===== config.mk =====
export PLATFORM = sky130hd
export DESIGN_NAME = button_press_classifier_unit
export DESIGN_NICKNAME = d
export VERILOG_FILES = /design/src/rtl/core/bpc_pkg.sv /design/src/rtl/core/bpc_cfg.sv /design/src/rtl/core/bpc_core.sv /design/src/rtl/core/bpc_outbuf.sv /design/src/rtl/core/button_press_classifier_unit.sv
export VERILOG_INCLUDE_DIRS = /design/src /design/src/rtl/core
export SDC_FILE = /design/constraint.sdc
export NUM_CORES = 1
export LEC_CHECK = 0
export BUFFER_PORTS_ARGS = -buffer_cell sky130_fd_sc_hd__buf_2
export CORE_MARGIN = 4
export CORE_UTILIZATION = 60
export DETAILED_ROUTE_END_ITERATION = 10
export GPL_TIMING_DRIVEN = 0
export PLACE_DENSITY = 0.79
export SETUP_SLACK_MARGIN = 0.1
export SYNTH_ARGS = -nofsm -noshare
export SYNTH_HDL_FRONTEND = slang
export SYNTH_HIERARCHICAL = 1
export SYNTH_SLANG_ARGS = --single-unit
export TNS_END_PERCENT = 100

===== constraint.sdc =====
create_clock -name clk -period 11.4 [get_ports clk]
set_input_delay 2.28 -clock clk [delete_from_list [all_inputs] [get_ports clk]]
set_output_delay 2.28 -clock clk [all_outputs]
set_load 0.1 [all_outputs]

===== src/rtl/core/button_press_classifier_unit_assert.svh =====
// Assertion macros for the button press classifier
// Used by bpc_core and bpc_outbuf; empty when SYNTHESIS is defined
`ifndef BUTTON_PRESS_CLASSIFIER_UNIT_ASSERT_SVH
`define BUTTON_PRESS_CLASSIFIER_UNIT_ASSERT_SVH
`ifndef SYNTHESIS
// same-cycle implication, disabled during reset
`define BPC_ASSERT_IMP(lbl, ck, rs, ante, cons, msg) \
  lbl: assert property (@(posedge ck) disable iff (rs) (ante) |-> (cons)) else $error(msg);
// next-cycle implication, disabled during reset
`define BPC_ASSERT_NXT(lbl, ck, rs, ante, cons, msg) \
  lbl: assert property (@(posedge ck) disable iff (rs) (ante) |=> (cons)) else $error(msg);
`else
`define BPC_ASSERT_IMP(lbl, ck, rs, ante, cons, msg)
`define BPC_ASSERT_NXT(lbl, ck, rs, ante, cons, msg)
`endif
`endif


===== src/rtl/core/bpc_pkg.sv =====
// Shared types and constants of the button press classifier
// No dependencies
`timescale 1ns / 1ps

package bpc_pkg;

  // configuration register indexes
  localparam logic [2:0] CFG_DEBOUNCE       = 3'd0;
  localparam logic [2:0] CFG_LONG_PRESS     = 3'd1;
  localparam logic [2:0] CFG_DOUBLE_PRESS   = 3'd2;
  localparam logic [2:0] CFG_IDLE_LEVEL     = 3'd3;
  localparam logic [2:0] CFG_INIT_TOGGLE    = 3'd4;
  localparam logic [2:0] CFG_INIT_LONG_TGL  = 3'd5;
  localparam logic [2:0] CFG_INIT_DBL_TGL   = 3'd6;

  localparam int CFG_INDEX_W = 3;
  localparam int CFG_DATA_W  = 16;
  localparam int REG_TIME_W  = 16;

  // register reset values
  localparam logic [REG_TIME_W-1:0] RST_DEBOUNCE     = 16'd20;
  localparam logic [REG_TIME_W-1:0] RST_LONG_PRESS   = 16'd0;
  localparam logic [REG_TIME_W-1:0] RST_DOUBLE_PRESS = 16'd0;
  localparam logic                  RST_IDLE_LEVEL   = 1'b1;
  localparam logic                  RST_INIT_TOGGLE  = 1'b0;
  localparam logic                  RST_INIT_LONG    = 1'b0;
  localparam logic                  RST_INIT_DOUBLE  = 1'b0;

  // default module parameters
  localparam int DEF_POLL_TICKS = 25;
  localparam int DEF_TIME_BITS  = 16;

  // stream widths
  localparam int IN_DATA_W  = 8;
  localparam int OUT_DATA_W = 8;

  // live configuration seen by the classifier
  typedef struct packed {
    logic [REG_TIME_W-1:0] debounce_ticks;
    logic [REG_TIME_W-1:0] long_press_ticks;
    logic [REG_TIME_W-1:0] double_press_ticks;
    logic                  idle_level;
  } bpc_cfg_t;

  // one result item, first field in the highest bit
  typedef struct packed {
    logic busy_res;
    logic double_toggle_out;
    logic long_toggle_out;
    logic toggle_out;
    logic double_event;
    logic long_event;
    logic press_event;
  } bpc_result_t;

endpackage


===== src/rtl/core/bpc_cfg.sv =====
// Configuration register file of the button press classifier
// Depends on bpc_pkg
`timescale 1ns / 1ps

module bpc_cfg (
  input  logic                               clk,
  input  logic                               rst,
  input  logic                               cfg_we,
  input  logic [bpc_pkg::CFG_INDEX_W-1:0]    cfg_index,
  input  logic [bpc_pkg::CFG_DATA_W-1:0]     cfg_wdata,
  output bpc_pkg::bpc_cfg_t                  cfg
);

  // register writes; the initial toggle registers only matter at reset,
  // where reset also returns them to their reset values, so they hold no bits
  always_ff @(posedge clk) begin
    if (rst) begin
      cfg.debounce_ticks     <= bpc_pkg::RST_DEBOUNCE;
      cfg.long_press_ticks   <= bpc_pkg::RST_LONG_PRESS;
      cfg.double_press_ticks <= bpc_pkg::RST_DOUBLE_PRESS;
      cfg.idle_level         <= bpc_pkg::RST_IDLE_LEVEL;
    end else if (cfg_we) begin
      unique case (cfg_index)
        bpc_pkg::CFG_DEBOUNCE:     cfg.debounce_ticks     <= cfg_wdata[15:0];
        bpc_pkg::CFG_LONG_PRESS:   cfg.long_press_ticks   <= cfg_wdata[15:0];
        bpc_pkg::CFG_DOUBLE_PRESS: cfg.double_press_ticks <= cfg_wdata[15:0];
        bpc_pkg::CFG_IDLE_LEVEL:   cfg.idle_level         <= cfg_wdata[0];
        default: ;
      endcase
    end
  end

endmodule


===== src/rtl/core/bpc_core.sv =====
// Press classification state machine: one tick per request
// Depends on bpc_pkg and button_press_classifier_unit_assert.svh
`timescale 1ns / 1ps
`include "button_press_classifier_unit_assert.svh"

module bpc_core #(
  parameter int POLL_TICKS = bpc_pkg::DEF_POLL_TICKS,
  parameter int TIME_BITS  = bpc_pkg::DEF_TIME_BITS
) (
  input  logic                  clk,
  input  logic                  rst,
  input  logic                  tick,
  input  logic                  pin_level,
  input  bpc_pkg::bpc_cfg_t     cfg,
  output bpc_pkg::bpc_result_t  res_next
);

  localparam int POLL_W = $clog2(POLL_TICKS + 1);
  localparam int CMP_W  = (TIME_BITS > bpc_pkg::REG_TIME_W) ? TIME_BITS : bpc_pkg::REG_TIME_W;
  localparam logic [TIME_BITS-1:0] TIME_MAX  = {TIME_BITS{1'b1}};
  localparam logic [POLL_W-1:0]    POLL_LAST = POLL_W'(POLL_TICKS);
  localparam logic [TIME_BITS:0]   POLL_STEP = (TIME_BITS + 1)'(POLL_TICKS);

  typedef enum logic [1:0] {
    PH_IDLE     = 2'd0,
    PH_DEBOUNCE = 2'd1,
    PH_HOLD     = 2'd2,
    PH_RELEASE  = 2'd3
  } phase_t;

  phase_t               phase, phase_next;
  logic [TIME_BITS-1:0] phase_count, phase_count_next;
  logic [POLL_W-1:0]    poll_count, poll_count_next;
  logic                 prev_level;
  logic [TIME_BITS-1:0] since_press, since_press_next;
  logic                 press_valid, press_valid_next;
  logic                 toggle_bit, toggle_bit_next;
  logic                 long_toggle_bit, long_toggle_bit_next;
  logic                 double_toggle_bit, double_toggle_bit_next;

  logic                 active;
  logic [POLL_W-1:0]    poll_inc;
  logic                 poll_due;
  logic [TIME_BITS:0]   hold_sum;
  logic                 classify;
  logic                 is_double;
  logic                 long_hit;

  assign active   = (pin_level != cfg.idle_level);
  assign poll_inc = poll_count + POLL_W'(1);
  assign poll_due = (poll_inc >= POLL_LAST);
  assign hold_sum = {1'b0, phase_count} + POLL_STEP;

  // next state for one tick
  always_comb begin
    phase_next             = phase;
    phase_count_next       = phase_count;
    poll_count_next        = poll_count;
    since_press_next       = since_press;
    press_valid_next       = press_valid;
    toggle_bit_next        = toggle_bit;
    long_toggle_bit_next   = long_toggle_bit;
    double_toggle_bit_next = double_toggle_bit;
    classify               = 1'b0;
    long_hit               = 1'b0;
    is_double              = 1'b0;

    // time since the last valid press, saturating
    if (press_valid && since_press != TIME_MAX) begin
      since_press_next = since_press + TIME_BITS'(1);
    end

    // phase transitions
    unique case (phase)
      PH_IDLE: begin
        if (prev_level == cfg.idle_level && active) begin
          phase_next       = PH_DEBOUNCE;
          phase_count_next = '0;
        end
      end
      PH_DEBOUNCE: begin
        if (phase_count != TIME_MAX) begin
          phase_count_next = phase_count + TIME_BITS'(1);
        end
      end
      PH_HOLD: begin
        poll_count_next = poll_due ? '0 : poll_inc;
        if (poll_due) begin
          phase_count_next = hold_sum[TIME_BITS] ? TIME_MAX : hold_sum[TIME_BITS-1:0];
          if (!active) begin
            classify   = 1'b1;
            phase_next = PH_IDLE;
          end else if (CMP_W'(phase_count_next) >= CMP_W'(cfg.long_press_ticks)) begin
            long_hit        = 1'b1;
            phase_next      = PH_RELEASE;
            poll_count_next = '0;
          end
        end
      end
      PH_RELEASE: begin
        poll_count_next = poll_due ? '0 : poll_inc;
        if (poll_due && !active) begin
          phase_next = PH_IDLE;
        end
      end
      default: ;
    endcase

    // debounce sample, also in the edge tick when the wait is zero
    if (phase_next == PH_DEBOUNCE &&
        CMP_W'(phase_count_next) >= CMP_W'(cfg.debounce_ticks)) begin
      if (!active) begin
        phase_next = PH_IDLE;
      end else if (cfg.long_press_ticks != '0) begin
        phase_next       = PH_HOLD;
        phase_count_next = '0;
        poll_count_next  = '0;
      end else begin
        classify   = 1'b1;
        phase_next = PH_IDLE;
      end
    end

    // normal or double press
    if (classify) begin
      is_double = press_valid && cfg.double_press_ticks != '0 &&
                  CMP_W'(since_press_next) < CMP_W'(cfg.double_press_ticks);
      since_press_next = '0;
      toggle_bit_next  = ~toggle_bit;
      press_valid_next = ~is_double;
      if (is_double) begin
        double_toggle_bit_next = ~double_toggle_bit;
      end
    end

    if (long_hit) begin
      long_toggle_bit_next = ~long_toggle_bit;
    end

    res_next.press_event       = classify && !is_double;
    res_next.long_event        = long_hit;
    res_next.double_event      = is_double;
    res_next.toggle_out        = toggle_bit_next;
    res_next.long_toggle_out   = long_toggle_bit_next;
    res_next.double_toggle_out = double_toggle_bit_next;
    res_next.busy_res          = (phase_next != PH_IDLE);
  end

  // state registers, advanced once per accepted tick
  always_ff @(posedge clk) begin
    if (rst) begin
      phase             <= PH_IDLE;
      phase_count       <= '0;
      poll_count        <= '0;
      prev_level        <= bpc_pkg::RST_IDLE_LEVEL;
      since_press       <= '0;
      press_valid       <= 1'b0;
      toggle_bit        <= bpc_pkg::RST_INIT_TOGGLE;
      long_toggle_bit   <= bpc_pkg::RST_INIT_LONG;
      double_toggle_bit <= bpc_pkg::RST_INIT_DOUBLE;
    end else if (tick) begin
      phase             <= phase_next;
      phase_count       <= phase_count_next;
      poll_count        <= poll_count_next;
      prev_level        <= pin_level;
      since_press       <= since_press_next;
      press_valid       <= press_valid_next;
      toggle_bit        <= toggle_bit_next;
      long_toggle_bit   <= long_toggle_bit_next;
      double_toggle_bit <= double_toggle_bit_next;
    end
  end

  // checks
  `BPC_ASSERT_IMP(a_press_ends_idle, clk, rst, tick && (res_next.press_event || res_next.double_event), !res_next.busy_res, "press event must return to idle")
  `BPC_ASSERT_IMP(a_long_holds, clk, rst, tick && res_next.long_event, res_next.busy_res && phase == PH_HOLD, "long event only from hold, then wait for release")
  `BPC_ASSERT_NXT(a_double_clears, clk, rst, tick && res_next.double_event, !press_valid, "double press must clear the earlier press")
  `BPC_ASSERT_IMP(a_poll_range, clk, rst, 1'b1, poll_count < POLL_LAST, "poll counter out of range")

endmodule


===== src/rtl/core/bpc_outbuf.sv =====
// Two-entry result buffer: output register plus skid register
// Depends on bpc_pkg and button_press_classifier_unit_assert.svh
`timescale 1ns / 1ps
`include "button_press_classifier_unit_assert.svh"

module bpc_outbuf (
  input  logic                  clk,
  input  logic                  rst,
  input  logic                  push,
  input  bpc_pkg::bpc_result_t  push_data,
  output logic                  can_push,
  output logic                  out_valid,
  input  logic                  out_ready,
  output bpc_pkg::bpc_result_t  out_data
);

  logic                 skid_valid;
  bpc_pkg::bpc_result_t skid_data;

  assign can_push = ~skid_valid;

  // control
  always_ff @(posedge clk) begin
    if (rst) begin
      out_valid  <= 1'b0;
      skid_valid <= 1'b0;
    end else if (skid_valid) begin
      if (out_ready) begin
        skid_valid <= 1'b0;
      end
    end else if (push && out_valid && !out_ready) begin
      skid_valid <= 1'b1;
    end else if (push) begin
      out_valid <= 1'b1;
    end else if (out_valid && out_ready) begin
      out_valid <= 1'b0;
    end
  end

  // payload
  always_ff @(posedge clk) begin
    if (skid_valid) begin
      if (out_ready) begin
        out_data <= skid_data;
      end
    end else if (push && out_valid && !out_ready) begin
      skid_data <= push_data;
    end else if (push) begin
      out_data <= push_data;
    end
  end

  // checks
  `BPC_ASSERT_IMP(a_skid_behind_out, clk, rst, skid_valid, out_valid, "skid entry without output entry")
  `BPC_ASSERT_NXT(a_stall_to_skid, clk, rst, push && out_valid && !out_ready && !skid_valid, skid_valid && out_valid, "stalled request lost")
  `BPC_ASSERT_NXT(a_skid_drains, clk, rst, skid_valid && out_ready, out_valid && !skid_valid, "skid entry not moved forward")

endmodule


===== src/rtl/core/button_press_classifier_unit.sv =====
// Top level of the button press classifier: stream ports and configuration port
// Depends on bpc_pkg, bpc_cfg, bpc_core and bpc_outbuf
// Results: each accepted tick request is registered in the result buffer, then shown.
// Throughput: one tick per cycle while the skid entry is free; the two-entry result
// buffer keeps input open for one more request while a result stalls at the output.
// Reset (rst, synchronous): registers to their reset values, idle phase, buffer empty.
`timescale 1ns / 1ps

module button_press_classifier_unit #(
  parameter int POLL_TICKS = bpc_pkg::DEF_POLL_TICKS,
  parameter int TIME_BITS  = bpc_pkg::DEF_TIME_BITS
) (
  input  logic                             clk,
  input  logic                             rst,
  input  logic                             s_axis_tvalid,
  output logic                             s_axis_tready,
  input  logic [bpc_pkg::IN_DATA_W-1:0]    s_axis_tdata,  // [0] pin_level
  output logic                             m_axis_tvalid,
  input  logic                             m_axis_tready,
  // [0] press_event, [1] long_event, [2] double_event, [3] toggle_out,
  // [4] long_toggle_out, [5] double_toggle_out, [6] busy_res
  output logic [bpc_pkg::OUT_DATA_W-1:0]   m_axis_tdata,
  input  logic                             cfg_we,
  input  logic [bpc_pkg::CFG_INDEX_W-1:0]  cfg_index,
  input  logic [bpc_pkg::CFG_DATA_W-1:0]   cfg_wdata
);

  bpc_pkg::bpc_cfg_t    cfg;
  bpc_pkg::bpc_result_t res_next;
  bpc_pkg::bpc_result_t res_out;
  logic                 tick;
  logic                 can_push;

  assign s_axis_tready = can_push;
  assign tick          = s_axis_tvalid && can_push;
  assign m_axis_tdata  = {1'b0, res_out};

  // configuration registers
  bpc_cfg u_cfg (
    .clk       (clk),
    .rst       (rst),
    .cfg_we    (cfg_we),
    .cfg_index (cfg_index),
    .cfg_wdata (cfg_wdata),
    .cfg       (cfg)
  );

  // classifier state
  bpc_core #(
    .POLL_TICKS (POLL_TICKS),
    .TIME_BITS  (TIME_BITS)
  ) u_core (
    .clk       (clk),
    .rst       (rst),
    .tick      (tick),
    .pin_level (s_axis_tdata[0]),
    .cfg       (cfg),
    .res_next  (res_next)
  );

  // result buffer
  bpc_outbuf u_outbuf (
    .clk       (clk),
    .rst       (rst),
    .push      (tick),
    .push_data (res_next),
    .can_push  (can_push),
    .out_valid (m_axis_tvalid),
    .out_ready (m_axis_tready),
    .out_data  (res_out)
  );

endmodule


==> flow_metrics.py <==
metrics = {
    "run_status": {
        "status": "completed",
    },
    "worst_setup_path": {
        "required_ns": 11.51,
        "cp_max_fo": 10,
        "worstSetupPathType": "input port to flop",
        "crit_chain": "buf_2, or3b_1, nand2_1, o21ai_0, nand2_1, nand3_1, a32oi_1, nand2_1, ha_1, a211o_1, nor2_1, a211o_1, a21oi_2, a21oi_1, buf_2, xnor2_1, buf_4, mux2_4",
        "crit_family": "compound AO/OA/AOI/OAI gates",
        "critPathBufInv": 3,
        "arrival_ns": 6.29,
        "max_stage_delay_ns": 0.41,
        "end_kind": "flop",
        "path_common_cell": "nand2_1",
        "start_kind": "input port",
        "crit_slowest_cell": "or3b_1",
    },
    "floorplan": {
        "die-area_mm2": 0.0146,
        "io_pins": 42,
        "die_h_um": 121,
        "die_w_um": 121,
        "start_util": 0.624,
        "core.rowCount": 40,
        "core_area_mm2": 0.0123,
    },
    "clocking": {
        "cts_made_buffers": 9,
        "clock_latency_ns": 0.36,
        "holdBufCountCts": 0,
        "cts.clk_slew.worst_paths_ns": 0.07,
        "cts_sinks": 109,
        "clk_path_buf_depth": 2,
        "cts_tree": "yes",
        "htreeDepth": 3,
        "clk_root_buffer_cell": "clkbuf_16",
        "post_cts_resized": 0,
        "postCtsSetupRepairBufs": 0,
    },
    "timing": {
        "clock.fmax_mhz": 162,
        "post-route-period-util": 0.542,
        "max_slew_margin": 0.295,
        "hold_violations": 0,
        "fin_tns_setup_ns": 0,
        "rsz0062_at_grt": "no",
        "layout_setup_ws_ns": 5.22,
        "holdWs_ns": 0.478,
        "setup_viol_count_final": 0,
        "worst_slew_pin_slew_ns": 1.05,
        "period_needed_ns": 6.18,
        "finalMaxSlewViolations": 0,
        "fin_skew_ns": 0.00936,
    },
    "logic_synthesis": {
        "yosys_warnings": 6,
        "ys.flop_type": "dfxtp_1",
        "synthTopCellsByArea": "dfxtp_1, ha_1, mux2i_1, nand2b_1, edfxtp_1",
        "syn_nets": 994,
        "async_reset_ff_frac": 0,
        "syn_area_mm2": 0.00765,
        "synth_edf_count": 14,
        "yosys.cell_types.count": 87,
        "yosys.area.top_type_share": 0.249,
        "yosys.area.top_type": "dfxtp_1",
        "synth-seq-cells": 109,
        "synthCells": 911,
        "syn_area_per_cell_um2": 8.39,
        "synth-seq-area-share": 0.304,
    },
    "placement": {
        "io_buffers": 33,
        "placed_cells": 1112,
        "place_ws_ns": 4.93,
        "place_hpwl_um": 15000,
        "placed_area_mm2": 0.00802,
        "place_congestion": 1.00,
    },
    "final_layout": {
        "n_antenna_cell": 0,
        "fillers": 1032,
        "area_growth_pct": 8.95,
        "multiInputGateArea_mm2": 0.00484,
        "fin_nets": 1038,
        "final_cells": 1128,
        "drive_gt1_frac": 0.108,
        "seq_area_mm2": 0.00232,
        "design_area_mm2": 0.00833,
    },
    "drt": {
        "route.detailed.drc": 0,
        "antenna_violating_nets_post_route": 0,
        "post_drt_wl_per_cell_um": 17.9,
        "firstDrtPassIters": 5,
        "drt_iter0_markers": 577,
        "vias": 6853,
        "vias_per_cell": 6.08,
        "postRouteWirelength_um": 20200,
    },
    "power": {
        "powerDensity_mw_per_mm2": 99.8,
        "leakage_nw": 3.34,
        "irDropWorstVdd_mv": 0.121,
    },
    "global_routing": {
        "grt_start_max_net_pins": 21,
        "grt_usage": 0.284,
        "grt_pass1_wl_um": 33000,
        "grt_pass1_vias": 6369,
        "gr-total-overflow": 0,
        "antenna_found_initial": 0,
    },
    "job": {
        "cap_violations": 0,
    },
    "worst_hold_path": {
        "min_path_type": "flop to flop",
    },
}
synthesized netlist by cell type, types with 9 or more instances:
library cell and instances:
dfxtp_1 95, nand2_1 72, nand2b_1 71, inv_1 59, nor2_1 54, mux2i_1 53
a21oi_1 51, ha_1 51, o21ai_0 35, nand3_1 34, clkbuf_1 29, xnor2_1 17
a31oi_1 16, nand4_1 16, nor3_1 15, edfxtp_1 14, nor4_1 14, and3_1 11
xor2_1 11, buf_2 10, nor2b_1 10, a211oi_1 9, o21a_1 9
power breakdown:
group / switching, W / total (W) / internal [W]
registers: 0.00000497 / 0.000401 / 0.000396
clock network: 0.000158 / 0.000325 / 0.000166
logic: 0.0000724 / 0.000106 / 0.0000337
total: 0.000236 / 0.000832 / 0.000596
cell type report:
class / instances / share of cell area
clock buffers: 10 / 0.0300
inverters: 61 / 0.0278
multi-input cells: 690 / 0.581
clock inverters: 6 / 0.00706
plain buffers: 51 / 0.0303
flip-flops and latches: 109 / 0.279
well taps: 168 / 0.0252
repair buffers: 33 / 0.0198
placed cells by master (no fill, tap or decap), types with 9 or more instances in the layout:
cell type	n
dfxtp_1	95
nand2_1	72
nand2b_1	71
inv_1	59
nor2_1	54
mux2i_1	53
a21oi_1	51
ha_1	51
buf_2	43
o21ai_0	35
nand3_1	34
clkbuf_1	29
xnor2_1	17
nand4_1	16
a31oi_1	16
nor3_1	15
nor4_1	14
edfxtp_1	14
xor2_1	11
and3_1	11
clkbuf_16	10
nor2b_1	10
o21a_1	9
a211oi_1	9
layer usage:
metal,share of wire,up-vias,track usage
met5,0,-,0
li1,-,3373,-
met3,0.068,29,0.0508
met2,0.45,252,0.445
met4,0.023,0,0.0942
met1,0.46,3199,0.396
metrics by stage:
stage | utilization | power (W)
final | 0.679 | 0.000832
after global routing | 0.679 | 0.000858
after CTS | 0.679 | 0.000835
after detailed placement | 0.654 | 0.000514
after global placement | 0.654 | 0.000513
after floorplan | - | 0.000484
logic make-up after synthesis:
| kind of cell | synth area share |
|---|---|
| adders and majority gates | 0.0835 |
| other | 0.000490 |
| and+or+nand+nor | 0.256 |
| buffers and inverters | 0.0633 |
| AOI/OAI and AO/OA | 0.176 |
| muxes | 0.0851 |
| xor gates and xnor gates | 0.0321 |
| DFF | 0.304 |
worst reg2reg max path: stages, from the launching register on:
cell	delay (ns)
dfxtp_1	0.37
ha_1	0.31
and3_1	0.23
nor4b_1	0.55
o21ai_2	0.31
nand2_1	0.36
nand3_1	0.25
a32oi_1	0.26
nand2_1	0.11
ha_1	0.30
a211o_1	0.27
nor2_1	0.10
a211o_1	0.21
a21oi_2	0.12
a21oi_1	0.39
buf_2	0.32
xnor2_1	0.11
buf_4	0.14
mux2_4	0.25
state kept, by name, indices dropped and copies added, names as in the netlist, 2 cells and up:
name / cells
u_core/phase_count: 16
u_core/poll_count: 5
u_outbuf/out_data: 7
u_cfg/cfg: 49
u_outbuf/skid_data: 7
u_core/since_press: 16
u_core/phase: 2
final timing paths:
path,startpoint,end,slack [ns],cells after the start
max,s_axis_tdata[0],u_outbuf/out_data[3],5.22,18
min,u_cfg/cfg[46],u_cfg/cfg[46],0.48,2
max reg2reg,u_core/poll_count[0],u_outbuf/out_data[3],6.19,18
min reg2reg,u_cfg/cfg[46],u_cfg/cfg[46],0.48,2
Note: power is estimated with default switching activity, not from simulation.
